<file path="src/rtl/rlp_pkg.sv">
// ----------------------------------------------------------------------------
// rlp_pkg
// shared constants and types of the rms level pyramid
// ----------------------------------------------------------------------------
package rlp_pkg;

    localparam int SPP_W      = 16;
    localparam int LEVEL_W    = 4;
    localparam int CFG_IDX_W  = 4;
    localparam int CFG_DATA_W = 16;

    localparam logic [CFG_IDX_W-1:0] CFG_SPP = 4'd0;
    localparam logic [CFG_IDX_W-1:0] CFG_LEV = 4'd1;

    typedef struct packed {
        logic [SPP_W-1:0]   spp;    // effective samples per point, never zero
        logic [LEVEL_W-1:0] nlev;   // effective levels in use, 1..max
    } t_cfg;

endpackage

</file>
<file path="src/rtl/rms_level_pyramid_top.sv">
// ----------------------------------------------------------------------------
// rms_level_pyramid_top
// multi-level rms downsampler for signed audio samples
// ----------------------------------------------------------------------------
// usage:
//  - input channel (i_in_valid / o_in_ready) takes one signed sample per word
//  - output channel (o_out_valid / i_out_ready) gives level, rms and last;
//    one sample that closes a point yields one word per cascaded level,
//    last set on the final one, a sample that closes no point yields none
//  - config channel (i_cfg_valid / o_cfg_ready) is always ready; index 0 sets
//    samples per point and restarts the partial point, index 1 sets levels
//  - front takes a new sample only after the previous square is summed,
//    and only while the queue has room
//  - back pops a point sum and divides it by samples per point, one quotient
//    bit per cycle, then runs a bit-pair square root and the output
//    handshake for each level
//  - a two-entry queue parts front and back, so samples keep flowing while a
//    result waits; when the receiver stalls the queue fills and input stalls
//  - reset clears counts, sums and level sums; no clearing pass is needed
// ----------------------------------------------------------------------------
module rms_level_pyramid_top
    import rlp_pkg::*;
#(
    parameter int MAX_LEVELS  = 15,
    parameter int SAMPLE_BITS = 16
) (
    input  logic                   i_clk,
    input  logic                   i_rst_n,
    input  logic                   i_in_valid,
    output logic                   o_in_ready,
    input  logic [SAMPLE_BITS-1:0] i_sample,
    output logic                   o_out_valid,
    input  logic                   i_out_ready,
    output logic [LEVEL_W-1:0]     o_level,
    output logic [SAMPLE_BITS-1:0] o_rms,
    output logic                   o_last,
    input  logic                   i_cfg_valid,
    output logic                   o_cfg_ready,
    input  logic [CFG_IDX_W-1:0]   i_cfg_index,
    input  logic [CFG_DATA_W-1:0]  i_cfg_data
);

    // point sum width: largest square times largest point length
    localparam int SUM_W = 2 * SAMPLE_BITS - 1 + SPP_W;

    logic [SPP_W-1:0]   r_spp;
    logic [LEVEL_W-1:0] r_lev;
    t_cfg               cfg;
    logic               cfg_wr, clr;
    logic               q_push, q_pop, q_full, q_empty;
    logic [SUM_W-1:0]   q_wdata, q_rdata;

    assign o_cfg_ready = 1'b1;
    assign cfg_wr      = i_cfg_valid;
    assign clr         = cfg_wr && (i_cfg_index == CFG_SPP);

    // zero means one, levels saturate at the built maximum
    assign cfg.spp  = (r_spp == '0) ? SPP_W'(1) : r_spp;
    assign cfg.nlev = (r_lev == '0) ? LEVEL_W'(1)
                    : (r_lev > LEVEL_W'(MAX_LEVELS)) ? LEVEL_W'(MAX_LEVELS) : r_lev;

    always_ff @(posedge i_clk) begin
        if (!i_rst_n) begin
            r_spp <= SPP_W'(1);
            r_lev <= LEVEL_W'(1);
        end else if (cfg_wr) begin
            if (i_cfg_index == CFG_SPP) r_spp <= i_cfg_data[SPP_W-1:0];
            if (i_cfg_index == CFG_LEV) r_lev <= i_cfg_data[LEVEL_W-1:0];
        end
    end

    rlp_front #(
        .SAMPLE_BITS (SAMPLE_BITS),
        .SUM_W       (SUM_W)
    ) u_front (
        .i_clk    (i_clk),
        .i_rst_n  (i_rst_n),
        .i_cfg    (cfg),
        .i_clear  (clr),
        .i_valid  (i_in_valid),
        .o_ready  (o_in_ready),
        .i_sample (i_sample),
        .i_q_full (q_full),
        .o_push   (q_push),
        .o_sum    (q_wdata)
    );

    rlp_queue #(
        .W (SUM_W)
    ) u_queue (
        .i_clk   (i_clk),
        .i_rst_n (i_rst_n),
        .i_push  (q_push),
        .i_data  (q_wdata),
        .i_pop   (q_pop),
        .o_full  (q_full),
        .o_empty (q_empty),
        .o_data  (q_rdata)
    );

    rlp_back #(
        .SAMPLE_BITS (SAMPLE_BITS),
        .MAX_LEVELS  (MAX_LEVELS),
        .SUM_W       (SUM_W)
    ) u_back (
        .i_clk     (i_clk),
        .i_rst_n   (i_rst_n),
        .i_cfg     (cfg),
        .i_q_empty (q_empty),
        .i_q_data  (q_rdata),
        .o_pop     (q_pop),
        .o_valid   (o_out_valid),
        .i_ready   (i_out_ready),
        .o_level   (o_level),
        .o_rms     (o_rms),
        .o_last    (o_last)
    );

endmodule

</file>
<file path="src/rtl/rlp_queue.sv">
// ----------------------------------------------------------------------------
// rlp_queue
// two-entry queue of finished square sums between front and back
// ----------------------------------------------------------------------------
module rlp_queue
    import rlp_pkg::*;
#(
    parameter int W = 46
) (
    input  logic         i_clk,
    input  logic         i_rst_n,
    input  logic         i_push,
    input  logic [W-1:0] i_data,
    input  logic         i_pop,
    output logic         o_full,
    output logic         o_empty,
    output logic [W-1:0] o_data
);

    logic [W-1:0] r_mem [2];
    logic         r_wp, r_rp;
    logic [1:0]   r_cnt;

    assign o_full  = (r_cnt == 2'd2);
    assign o_empty = (r_cnt == 2'd0);
    assign o_data  = r_mem[r_rp];

    always_ff @(posedge i_clk) begin
        if (!i_rst_n) begin
            r_wp  <= 1'b0;
            r_rp  <= 1'b0;
            r_cnt <= 2'd0;
        end else begin
            if (i_push) r_wp <= ~r_wp;
            if (i_pop)  r_rp <= ~r_rp;
            if (i_push && !i_pop)      r_cnt <= r_cnt + 2'd1;
            else if (i_pop && !i_push) r_cnt <= r_cnt - 2'd1;
        end
    end

    always_ff @(posedge i_clk) begin
        if (i_push) r_mem[r_wp] <= i_data;
    end

endmodule

</file>
<file path="src/rtl/rlp_front.sv">
// ----------------------------------------------------------------------------
// rlp_front
// squares samples, accumulates them and hands finished point sums on
// ----------------------------------------------------------------------------
module rlp_front
    import rlp_pkg::*;
#(
    parameter int SAMPLE_BITS = 16,
    parameter int SUM_W       = 2 * SAMPLE_BITS - 1 + SPP_W
) (
    input  logic                   i_clk,
    input  logic                   i_rst_n,
    input  t_cfg                   i_cfg,
    input  logic                   i_clear,
    input  logic                   i_valid,
    output logic                   o_ready,
    input  logic [SAMPLE_BITS-1:0] i_sample,
    input  logic                   i_q_full,
    output logic                   o_push,
    output logic [SUM_W-1:0]       o_sum
);

    localparam int SQ_W = 2 * SAMPLE_BITS - 1;

    logic [SAMPLE_BITS-1:0]   mag;
    logic [2*SAMPLE_BITS-1:0] prod;
    logic [SQ_W-1:0]          r_sq;
    logic                     r_sq_vld, r_sq_done;
    logic [SPP_W-1:0]         r_cnt, n_cnt;
    logic [SUM_W-1:0]         r_sum, n_sum;
    logic                     acc;

    assign o_ready = !r_sq_vld && !i_q_full;
    assign acc     = i_valid && o_ready;
    assign mag     = i_sample[SAMPLE_BITS-1] ? (~i_sample + 1'b1) : i_sample;
    assign prod    = mag * mag;
    assign n_cnt   = r_cnt + 1'b1;
    assign n_sum   = r_sum + {{(SUM_W-SQ_W){1'b0}}, r_sq};
    assign o_push  = r_sq_vld && r_sq_done;
    assign o_sum   = n_sum;

    always_ff @(posedge i_clk) begin
        if (!i_rst_n) begin
            r_sq_vld <= 1'b0;
            r_cnt    <= '0;
            r_sum    <= '0;
        end else if (i_clear) begin
            r_sq_vld <= 1'b0;
            r_cnt    <= '0;
            r_sum    <= '0;
        end else begin
            r_sq_vld <= acc;
            if (acc) begin
                r_cnt <= (n_cnt >= i_cfg.spp) ? '0 : n_cnt;
            end
            if (r_sq_vld) begin
                r_sum <= r_sq_done ? '0 : n_sum;
            end
        end
    end

    always_ff @(posedge i_clk) begin
        if (acc) begin
            r_sq      <= prod[SQ_W-1:0];
            r_sq_done <= (n_cnt >= i_cfg.spp);
        end
    end

endmodule

</file>
<file path="src/rtl/rlp_back.sv">
// ----------------------------------------------------------------------------
// rlp_back
// divides point sums, takes square roots and runs the level cascade
// ----------------------------------------------------------------------------
module rlp_back
    import rlp_pkg::*;
#(
    parameter int SAMPLE_BITS = 16,
    parameter int MAX_LEVELS  = 15,
    parameter int SUM_W       = 2 * SAMPLE_BITS - 1 + SPP_W
) (
    input  logic                   i_clk,
    input  logic                   i_rst_n,
    input  t_cfg                   i_cfg,
    input  logic                   i_q_empty,
    input  logic [SUM_W-1:0]       i_q_data,
    output logic                   o_pop,
    output logic                   o_valid,
    input  logic                   i_ready,
    output logic [LEVEL_W-1:0]     o_level,
    output logic [SAMPLE_BITS-1:0] o_rms,
    output logic                   o_last
);

    localparam int SQ_W  = 2 * SAMPLE_BITS - 1;
    localparam int LS_W  = SQ_W + 2;
    localparam int IDX_W = (MAX_LEVELS > 1) ? $clog2(MAX_LEVELS) : 1;
    localparam int DC_W  = $clog2(SUM_W + 1);
    localparam int SC_W  = $clog2(SAMPLE_BITS + 1);
    localparam int RR_W  = SAMPLE_BITS + 2;

    localparam logic [2:0] S_IDLE = 3'd0;
    localparam logic [2:0] S_DIV  = 3'd1;
    localparam logic [2:0] S_SQRT = 3'd2;
    localparam logic [2:0] S_OUT  = 3'd3;

    logic [2:0]             r_st;
    logic [DC_W-1:0]        r_dcnt;
    logic [SC_W-1:0]        r_scnt;
    logic [SUM_W-1:0]       r_num;
    logic [SPP_W-1:0]       r_rem;
    logic [SQ_W-1:0]        r_mean;
    logic [2*SAMPLE_BITS-1:0] r_sx;
    logic [RR_W-1:0]        r_srem;
    logic [SAMPLE_BITS-1:0] r_root;
    logic [LEVEL_W-1:0]     r_lvl;
    logic [LS_W-1:0]        r_lsum [MAX_LEVELS];
    logic [1:0]             r_lcnt [MAX_LEVELS];

    logic [SPP_W:0]         d_t, d_s;
    logic [RR_W+1:0]        s_t, s_trial;
    logic [LEVEL_W:0]       nxt;
    logic                   nxt_ok;
    logic [IDX_W-1:0]       nidx;
    logic [LS_W-1:0]        grp_sum;
    logic                   out_last;

    // restoring divide step
    assign d_t = {r_rem, r_num[SUM_W-1]};
    assign d_s = d_t - {1'b0, i_cfg.spp};

    // square root step
    assign s_t     = {r_srem, r_sx[2*SAMPLE_BITS-1 -: 2]};
    assign s_trial = {{(RR_W-SAMPLE_BITS){1'b0}}, r_root, 2'b01};

    // cascade decision for the next level
    assign nxt      = {1'b0, r_lvl} + 1'b1;
    assign nxt_ok   = (nxt < {1'b0, i_cfg.nlev}) && (nxt < MAX_LEVELS);
    assign nidx     = nxt[IDX_W-1:0];
    assign grp_sum  = r_lsum[nidx] + {2'b00, r_mean};
    assign out_last = !nxt_ok || (r_lcnt[nidx] != 2'd3);

    assign o_pop   = (r_st == S_IDLE) && !i_q_empty;
    assign o_valid = (r_st == S_OUT);
    assign o_level = r_lvl;
    assign o_rms   = r_root;
    assign o_last  = out_last;

    always_ff @(posedge i_clk) begin
        if (!i_rst_n) begin
            r_st <= S_IDLE;
            for (int k = 0; k < MAX_LEVELS; k++) begin
                r_lsum[k] <= '0;
                r_lcnt[k] <= 2'd0;
            end
        end else begin
            case (r_st)
                S_IDLE: begin
                    if (!i_q_empty) r_st <= S_DIV;
                end
                S_DIV: begin
                    if (r_dcnt == DC_W'(SUM_W - 1)) r_st <= S_SQRT;
                end
                S_SQRT: begin
                    if (r_scnt == SC_W'(SAMPLE_BITS - 1)) r_st <= S_OUT;
                end
                S_OUT: begin
                    if (i_ready) begin
                        if (out_last) begin
                            r_st <= S_IDLE;
                            if (nxt_ok) begin
                                r_lsum[nidx] <= grp_sum;
                                r_lcnt[nidx] <= r_lcnt[nidx] + 2'd1;
                            end
                        end else begin
                            r_st         <= S_SQRT;
                            r_lsum[nidx] <= '0;
                            r_lcnt[nidx] <= 2'd0;
                        end
                    end
                end
                default: r_st <= S_IDLE;
            endcase
        end
    end

    // datapath
    always_ff @(posedge i_clk) begin
        case (r_st)
            S_IDLE: begin
                r_num  <= i_q_data;
                r_rem  <= '0;
                r_dcnt <= '0;
                r_lvl  <= '0;
            end
            S_DIV: begin
                r_dcnt <= r_dcnt + 1'b1;
                if (!d_s[SPP_W]) begin
                    r_rem <= d_s[SPP_W-1:0];
                    r_num <= {r_num[SUM_W-2:0], 1'b1};
                end else begin
                    r_rem <= d_t[SPP_W-1:0];
                    r_num <= {r_num[SUM_W-2:0], 1'b0};
                end
                if (r_dcnt == DC_W'(SUM_W - 1)) begin
                    r_sx   <= {1'b0, r_num[SQ_W-2:0], !d_s[SPP_W]};
                    r_mean <= {r_num[SQ_W-2:0], !d_s[SPP_W]};
                    r_srem <= '0;
                    r_root <= '0;
                    r_scnt <= '0;
                end
            end
            S_SQRT: begin
                r_scnt <= r_scnt + 1'b1;
                r_sx   <= {r_sx[2*SAMPLE_BITS-3:0], 2'b00};
                if (s_t >= s_trial) begin
                    r_srem <= RR_W'(s_t - s_trial);
                    r_root <= {r_root[SAMPLE_BITS-2:0], 1'b1};
                end else begin
                    r_srem <= s_t[RR_W-1:0];
                    r_root <= {r_root[SAMPLE_BITS-2:0], 1'b0};
                end
            end
            S_OUT: begin
                if (i_ready && !out_last) begin
                    r_lvl  <= nxt[LEVEL_W-1:0];
                    r_mean <= grp_sum[LS_W-1:2];
                    r_sx   <= {1'b0, grp_sum[LS_W-1:2]};
                    r_srem <= '0;
                    r_root <= '0;
                    r_scnt <= '0;
                end
            end
            default: ;
        endcase
    end

endmodule
</file>
<file path="config.mk">
export PLATFORM = sky130hd
export DESIGN_NAME = rms_level_pyramid_top
export DESIGN_NICKNAME = d
export VERILOG_FILES = /design/src/rtl/rlp_pkg.sv /design/src/rtl/rms_level_pyramid_top.sv /design/src/rtl/rlp_queue.sv /design/src/rtl/rlp_front.sv /design/src/rtl/rlp_back.sv
export SDC_FILE = /design/constraint.sdc
export NUM_CORES = 2
export LEC_CHECK = 0
export ABC_AREA = 1
export BUFFER_PORTS_ARGS = -buffer_cell sky130_fd_sc_hd__clkbuf_2
export CORE_MARGIN = 2
export CORE_UTILIZATION = 31
export DETAILED_ROUTE_END_ITERATION = 7
export PLACE_DENSITY_LB_ADDON = 0.1
export SYNTH_ARGS = -nofsm -noshare
export SYNTH_HDL_FRONTEND = slang
export SYNTH_SLANG_ARGS = --single-unit
</file>
<file path="constraint.sdc">
create_clock -name i_clk -period 18.25 [get_ports i_clk]
set_clock_uncertainty 0.05 [all_clocks]
set_input_delay 0 -clock i_clk [delete_from_list [all_inputs] [get_ports i_clk]]
set_output_delay 0 -clock i_clk [all_outputs]
set_load 0.01 [all_outputs]
</file>
[Yosys cells after proc, flatten, opt, wreduce, memory -nomap -nowiden]
Memories as Yosys holds them, arrays and structs flattened. A register that Yosys moved wholly into a read port is not among the register bits.
Cells that the tools add are included.
Word-level totals
  flip-flop bits (word level): 298
  bits in latches: 0
  RAM bits: 619
  memory bits (read-only): 0
  output and inout bits: 24
  word-level logic and storage cells: 159
  memories kept: 3
Memory list
  u_back.r_lsum: words 15, width 33, read ports 1, clocked after Yosys merged registers in 0, write ports 15, RTL line rlp_back.sv:47  | logic [LS_W-1:0] r_lsum [MAX_LEVELS];
  u_queue.r_mem: words 2, width 47, read ports 1, clocked after Yosys merged registers in 1, write ports 1, RTL line rlp_queue.sv:20  | logic [W-1:0] r_mem [2];
  u_back.r_lcnt: words 15, width 2, read ports 1, clocked after Yosys merged registers in 0, write ports 15, RTL line rlp_back.sv:48  | logic [1:0] r_lcnt [MAX_LEVELS];
Operators by class
  add/subtract/negate cells: 12
  multipliers: 1
  div/mod/pow operators: 0
  $lt $le $gt $ge: 5
  equal/unequal tests: 13
  shifts and indexed selects: 0
  multiplexer cells: 62
  bitwise gates (word level): 6
  reductions and logical operators: 37
Operator list (count)
  16-bit 2-to-1 mux: 6
  32-bit case mux with 3 select lines: 1
  47-bit case mux with 2 select lines: 1
  33-bit 2-to-1 mux: 2
  32-bit 2-to-1 mux: 2
  31-bit 2-to-1 mux: 2
  31-bit case mux with 2 select lines: 1
  18-bit 2-to-1 mux: 3
  18-bit case mux with 3 select lines: 1
  16-bit case mux with 3 select lines: 1
  47-bit by 31-bit adder with 47-bit output: 1
  47-bit 2-to-1 mux: 1
  33-bit by 31-bit adder with 33-bit output: 1
  33-bit OR reduction: 1
  16-bit by 1-bit adder with 16-bit output (second input constant): 2
  16-bit case mux with 2 select lines: 1
  16-bit by 16-bit multiplier with 31-bit output: 1
  20-bit by 18-bit greater-or-equal comparator with 1-bit output: 1
  1-bit 2-to-1 mux: 20
  4-bit 2-to-1 mux: 5
  18-bit subtractor: 1
  17-bit by 16-bit subtractor with 17-bit output: 1
  16-bit greater-or-equal comparator: 1
  16-bit zero test: 1
  38 further kinds: 78

[Logic depth before layout (Yosys ltp)]
  depth after elaboration: 15
  gate-level depth with buffers: 34

[By module]
Synthesis repeated with hierarchy kept, for this count alone.
Unflattened totals
  cells, all modules: 6309
  area, all modules: 56148.9 µm²
Modules (own cells, without submodules)
  rlp_back: times used 1, cells each 3724, area an instance 36088.4 µm², sequential area each 22111.2 µm²
  rlp_front: times used 1, cells each 2202, area an instance 15133.3 µm², sequential area each 2212.1 µm²
  rlp_queue: times used 1, cells each 181, area an instance 3742.3 µm², sequential area each 2922.8 µm²
  rms_level_pyramid_top: times used 1, cells each 202, area an instance 1184.9 µm², sequential area each 400.4 µm²

[Worst setup path after synthesis]
Ideal clock, no wire load.
  kind: register to register
  from: register u_back.r_lvl[0], in the netlist u_back.o_level[0]
  to: register u_back.r_root[0], in the netlist u_back.o_rms[0], enable pin
  library setup time: 0.523 ns
  data arrival time: 6.969 ns
  setup slack: 10.708 ns
  cell stages (with the launch flop): 15
  clock period less this slack: 7.542 ns
  cell sequence: edfxtp_1 inv_2 clkbuf_1 clkbuf_1 clkbuf_1 ha_1 clkbuf_1 clkbuf_1 clkbuf_1 clkbuf_1 nand2_1 o21ai_0 ha_1 nand4_1 a21oi_1
Between the ends
  longest elaborated chain between the ends: 9
Ends and longest elaborated chain
  start, declared: RTL line rlp_back.sv:46  | logic [LEVEL_W-1:0] r_lvl;
  start signal, assigned: RTL line rlp_back.sv:156  | r_lvl <= nxt[LEVEL_W-1:0];
  4-bit by 1-bit adder with 5-bit output *: RTL line rlp_back.sv:67  | assign nxt = {1'b0, r_lvl} + 1'b1;
  named net u_back.nxt[0]: RTL line rlp_back.sv:52  | logic [LEVEL_W:0] nxt;
  branches (longest 3 deep; another with memory 15 x 2 bit)
  1-bit logical OR *: RTL line rlp_back.sv:71  | assign out_last = !nxt_ok || (r_lcnt[nidx] != 2'd3);
  1-bit zero test *: RTL line rlp_back.sv:155  | if (i_ready && !out_last) begin
  1-bit logical AND *: RTL line rlp_back.sv:155
  2-bit by 1-bit != test with 1-bit output (no source line) *
  3-bit AND reduction (no source line) *
  end signal, assigned: RTL line rlp_back.sv:148  | r_root <= {r_root[SAMPLE_BITS-2:0], 1'b1};
  end signal, assigned: RTL line rlp_back.sv:151  | r_root <= {r_root[SAMPLE_BITS-2:0], 1'b0};
  end, declared: RTL line rlp_back.sv:45  | logic [SAMPLE_BITS-1:0] r_root;
Mark *: on every way through the listed nets, which the timed path passes.
A chain may end at the register's enable or synchronous reset.

[Worst setup path after layout]
  from: input port i_sample[0]
  to: register u_front.r_sq[22] (data pin)
Between the ends
  longest elaborated chain between the ends: 4
Ends and longest elaborated chain
  start, declared: RTL line rms_level_pyramid_top.sv:31  | input logic [SAMPLE_BITS-1:0] i_sample,
  16-bit NOT: RTL line rlp_front.sv:35  | assign mag = i_sample[SAMPLE_BITS-1] ? (~i_sample + 1'b1) : i_sample;
  16-bit by 1-bit adder with 16-bit output: RTL line rlp_front.sv:35
  16-bit 2-to-1 mux *: RTL line rlp_front.sv:35
  16-bit by 16-bit multiplier with 31-bit output *: RTL line rlp_front.sv:36  | assign prod = mag * mag;
  named net u_front.prod[22]: RTL line rlp_front.sv:26  | logic [2*SAMPLE_BITS-1:0] prod;
  end signal, assigned: RTL line rlp_front.sv:64  | r_sq <= prod[SQ_W-1:0];
  end, declared: RTL line rlp_front.sv:27  | logic [SQ_W-1:0] r_sq;
The timed path passes the listed nets; every way through them passes the cells marked *.

==> flow_metrics.tcl <==
set metrics [dict create \
    status "completed" \
    post_drt_wl_per_cell_um 21.1 \
    grt.total_usage_pct 20.2 \
    timing.final.crit_period_ps 7600 \
    cts_hold_repair.buffers 53 \
    finalCritPeriodShare_pct 41.6 \
    synth_warnings 0 \
    critical_path.endpoint_type "flip-flop" \
    h-tree-depth 3 \
    critical_path.reg2reg.startpoint "u_back.o_level[0]$_SDFFCE_PN0P_" \
    ctsRootBufferMaster "sky130_fd_sc_hd__clkbuf_16" \
    worstSetupStartpointType "primary input" \
    worstHoldPathType "in -> reg" \
    final_setup_vio_count 0 \
    worst_hold_path.num_cells 9 \
    die_width_um 426 \
    grt_setup_unrepaired "false" \
    starting_utilization_of_the_core_area_pct 31.3 \
    netlist_instances 6168 \
    synthesis.area_per_instance_um2 8.94 \
    setup.worst_path.class "in -> reg" \
    cts_sinks 951 \
    arrival_worst_endpoint_ps 8040 \
    grt_max_degree 125 \
    totalWireLength_mm 183 \
    max-slew-margin-rel_pct 26.9 \
    commonest_cells_after_routing_fill_and_taps_aside "sky130_fd_sc_hd__nand2_1 (1,137), sky130_fd_sc_hd__nor2_1 (1,129), sky130_fd_sc_hd__edfxtp_1 (860), sky130_fd_sc_hd__inv_1 (745), sky130_fd_sc_hd__o21ai_0 (410)" \
    tritoncts.num_buffers 110 \
    clk-insertion-delay-late_ps 760 \
    worst_path_required_time_ps 18700 \
    floorplan.die.height_um 426 \
    clock_tree_from_tritoncts "done" \
    synthesized_flop_and_latch_total 951 \
    synth_cell_types 52 \
    clk_path_buf_depth 3 \
    syn2layout_area_growth_pct 12.7 \
    yosys_most_used_dff "sky130_fd_sc_hd__edfxtp_1" \
    core_area_um2 176000 \
    route.vias.total 42300 \
    die_area_um2 181000 \
    fmaxAchievable_ghz 0.132 \
    drt_pre_antenna_iters 5 \
    drt-initial-drc-count 3414 \
    globalRoute.totalOverflow 0 \
    tightest_slew_ps 1090 \
    gp_congestion 0.896 \
    critical_path.slowest_cell "sky130_fd_sc_hd__xor2_1" \
    final_hold_viol_count 0 \
    cts.repair_timing.setup_buffer_count 0 \
    min_delay_worst_endpoint "u_front.r_sq[30]$_DFFE_PP_" \
    numPortBuffers 63 \
    first_global_vias 42400 \
    worst_r2r_endpoint "u_back.r_lsum[8][24]$_SDFFCE_PN0P_" \
    number_of_antenna_violations_at_the_first_check_in_global_routing 2 \
    crit_path_max_fanout 18 \
    global_route_wire_length_before_repair_mm 276 \
    pin_count 65 \
    post_route_cells_drive_above_1_share_pct 6.36 \
    placement_rows 154 \
    mostFrequentLayoutCell "sky130_fd_sc_hd__nand2_1" \
    post_synth_design_cell_area_um2 55100 \
    seq_area_frac_synth_pct 50.2 \
    finalNetCount 6633 \
    vias_per_cell 4.90 \
    drc 0 \
    min-delay-start "i_sample[10]" \
    timing.critical_path.slowest_cell_delay_ps 620 \
    path_clk_slew_ps 70 \
    final_max_slew_viol_count 0 \
    synthArstFlopShare_pct 0 \
    dp_hpwl_mm 120 \
    synth_enable_flop_cells 860 \
    number_of_max_capacitance_violations_reported 0 \
    rr_worst_depth 21 \
    ctsResizeCount 0 \
    fin_tns_setup_ps 0 \
    diodes 0 \
    antenna_violating_nets_left 0 \
    r2r_setup_slack_ps 11500 \
]
==> worst max path at each step <==
| stage | from | end | depth (start not counted) |
|---|---|---|---|
| final | i_sample[0] | u_front.r_sq[22]$_DFFE_PP_ | 29 |
| after detailed placement | i_sample[0] | u_front.r_sq[22]$_DFFE_PP_ | 28 |
| after CTS | i_sample[0] | u_front.r_sq[22]$_DFFE_PP_ | 29 |
| after floorplan | u_back.o_level[0]$_SDFFCE_PN0P_ | u_back.o_rms[0]$_SDFFCE_PN0P_ | 14 |
| after global placement | i_sample[0] | u_front.r_sq[22]$_DFFE_PP_ | 28 |
| after global routing | i_sample[0] | u_front.r_sq[22]$_DFFE_PP_ | 29 |
==> critical path: cells and delay by family <==
kind,cells,cell delay [ps]
simple gates,9,1150
compound gates,2,420
xor+xnor,1,620
fa+ha+maj,8,3870
buf+inv,9,1990
==> routing by layer <==
| layer | global-route usage [%] | vias up | wire length, um | part of all wire, % |
|---|---|---|---|---|
| li1 | - | 20400 | - | - |
| met1 | 26.5 | 20800 | 81300 | 45 |
| met2 | 35.1 | 801 | 89800 | 49 |
| met3 | 2.01 | 254 | 6500 | 3.6 |
| met4 | 5.86 | 0 | 4870 | 2.7 |
| met5 | 0 | - | 0 | 0 |
==> sequential cells by signal (all words and copies together) (netlist names), named ones only <==
signal,flops
r_lev,4
r_spp,16
u_back.o_level,4
u_back.o_rms,16
u_back.r_dcnt,6
u_back.r_lcnt,32
u_back.r_lsum,528
u_back.r_mean,31
u_back.r_num,47
u_back.r_rem,16
u_back.r_scnt,5
u_back.r_srem,18
u_back.r_st,2
u_back.r_sx,32
u_front.r_cnt,16
u_front.r_sq,30
u_front.r_sq_done,1
u_front.r_sq_vld,1
u_front.r_sum,47
u_queue.r_cnt,2
u_queue.r_mem,94
u_queue.r_rp,1
u_queue.r_wp,1
==> logic make-up (layout without fill, tap and decap cells) <==
| kind of cell | Yosys count | in the layout | synth area share (%) |
|---|---|---|---|
| AOI/OAI and AO/OA | 974 | 974 | 9.68 |
| xor gates and xnor gates | 102 | 102 | 1.63 |
| adders and majority gates | 393 | 393 | 11.2 |
| DFF | 951 | 951 | 50.2 |
| and+or+nand+nor | 2710 | 2710 | 20.0 |
| other | 2 | 12 | 0.0136 |
| buffers and inverters | 1035 | 1151 | 7.31 |
| muxes | 1 | 1 | 0.0182 |
==> cells in the mapped netlist, types with 8 or more instances <==
| cell type | number | area [um2] |
|---|---|---|
| sky130_fd_sc_hd__ha_1 | 226 | 2830 |
| sky130_fd_sc_hd__nand2_2 | 27 | 169 |
| sky130_fd_sc_hd__dfxtp_1 | 91 | 1820 |
| sky130_fd_sc_hd__a31oi_1 | 8 | 50.1 |
| sky130_fd_sc_hd__nand3_1 | 229 | 1150 |
| sky130_fd_sc_hd__inv_1 | 746 | 2800 |
| sky130_fd_sc_hd__buf_2 | 79 | 395 |
| sky130_fd_sc_hd__or2_2 | 17 | 106 |
| sky130_fd_sc_hd__clkbuf_1 | 169 | 634 |
| sky130_fd_sc_hd__edfxtp_1 | 860 | 25800 |
| sky130_fd_sc_hd__buf_1 | 23 | 86.3 |
| sky130_fd_sc_hd__o21ai_0 | 411 | 2060 |
| sky130_fd_sc_hd__nand4_1 | 44 | 275 |
| sky130_fd_sc_hd__a21oi_1 | 312 | 1560 |
| sky130_fd_sc_hd__and2_1 | 20 | 125 |
| sky130_fd_sc_hd__nand3_2 | 8 | 80.1 |
| sky130_fd_sc_hd__nor3_1 | 35 | 175 |
| sky130_fd_sc_hd__nand2_1 | 1158 | 4350 |
| sky130_fd_sc_hd__o21bai_1 | 15 | 113 |
| sky130_fd_sc_hd__xnor2_1 | 30 | 263 |
| sky130_fd_sc_hd__fa_1 | 167 | 3340 |
| sky130_fd_sc_hd__o22ai_1 | 129 | 807 |
| sky130_fd_sc_hd__nand3b_1 | 16 | 120 |
| sky130_fd_sc_hd__inv_2 | 8 | 30.0 |
| sky130_fd_sc_hd__a22oi_1 | 66 | 495 |
| sky130_fd_sc_hd__nor2_1 | 1135 | 4260 |
| sky130_fd_sc_hd__o211ai_1 | 13 | 97.6 |
| sky130_fd_sc_hd__xor2_1 | 71 | 622 |
==> through the flow <==
step	hold slack [ps]	setup WS, ps	area (um2)	std cells	util, %
after floorplan	48.9	10710	55200	6178	-
after global placement	178	10530	57900	8374	32.9
after detailed placement	182	10370	57900	8374	32.9
after CTS	18.4	10560	62100	8634	35.2
after global routing	134	9990	62100	8634	35.2
final	61.8	10650	62100	8634	35.2
==> final cells by class <==
cell class	instances	area (um2)
inverter	759	2860
clock inverter	64	749
tap	2340	2930
fill	18300	114000
timing repair buffer	185	1380
multi-input combinational	4192	23700
sequential	951	27600
clock buffer	143	2900
Power is not shown: default switching activity piles up to over one toggle a cycle in this logic, so the estimate is an artifact.
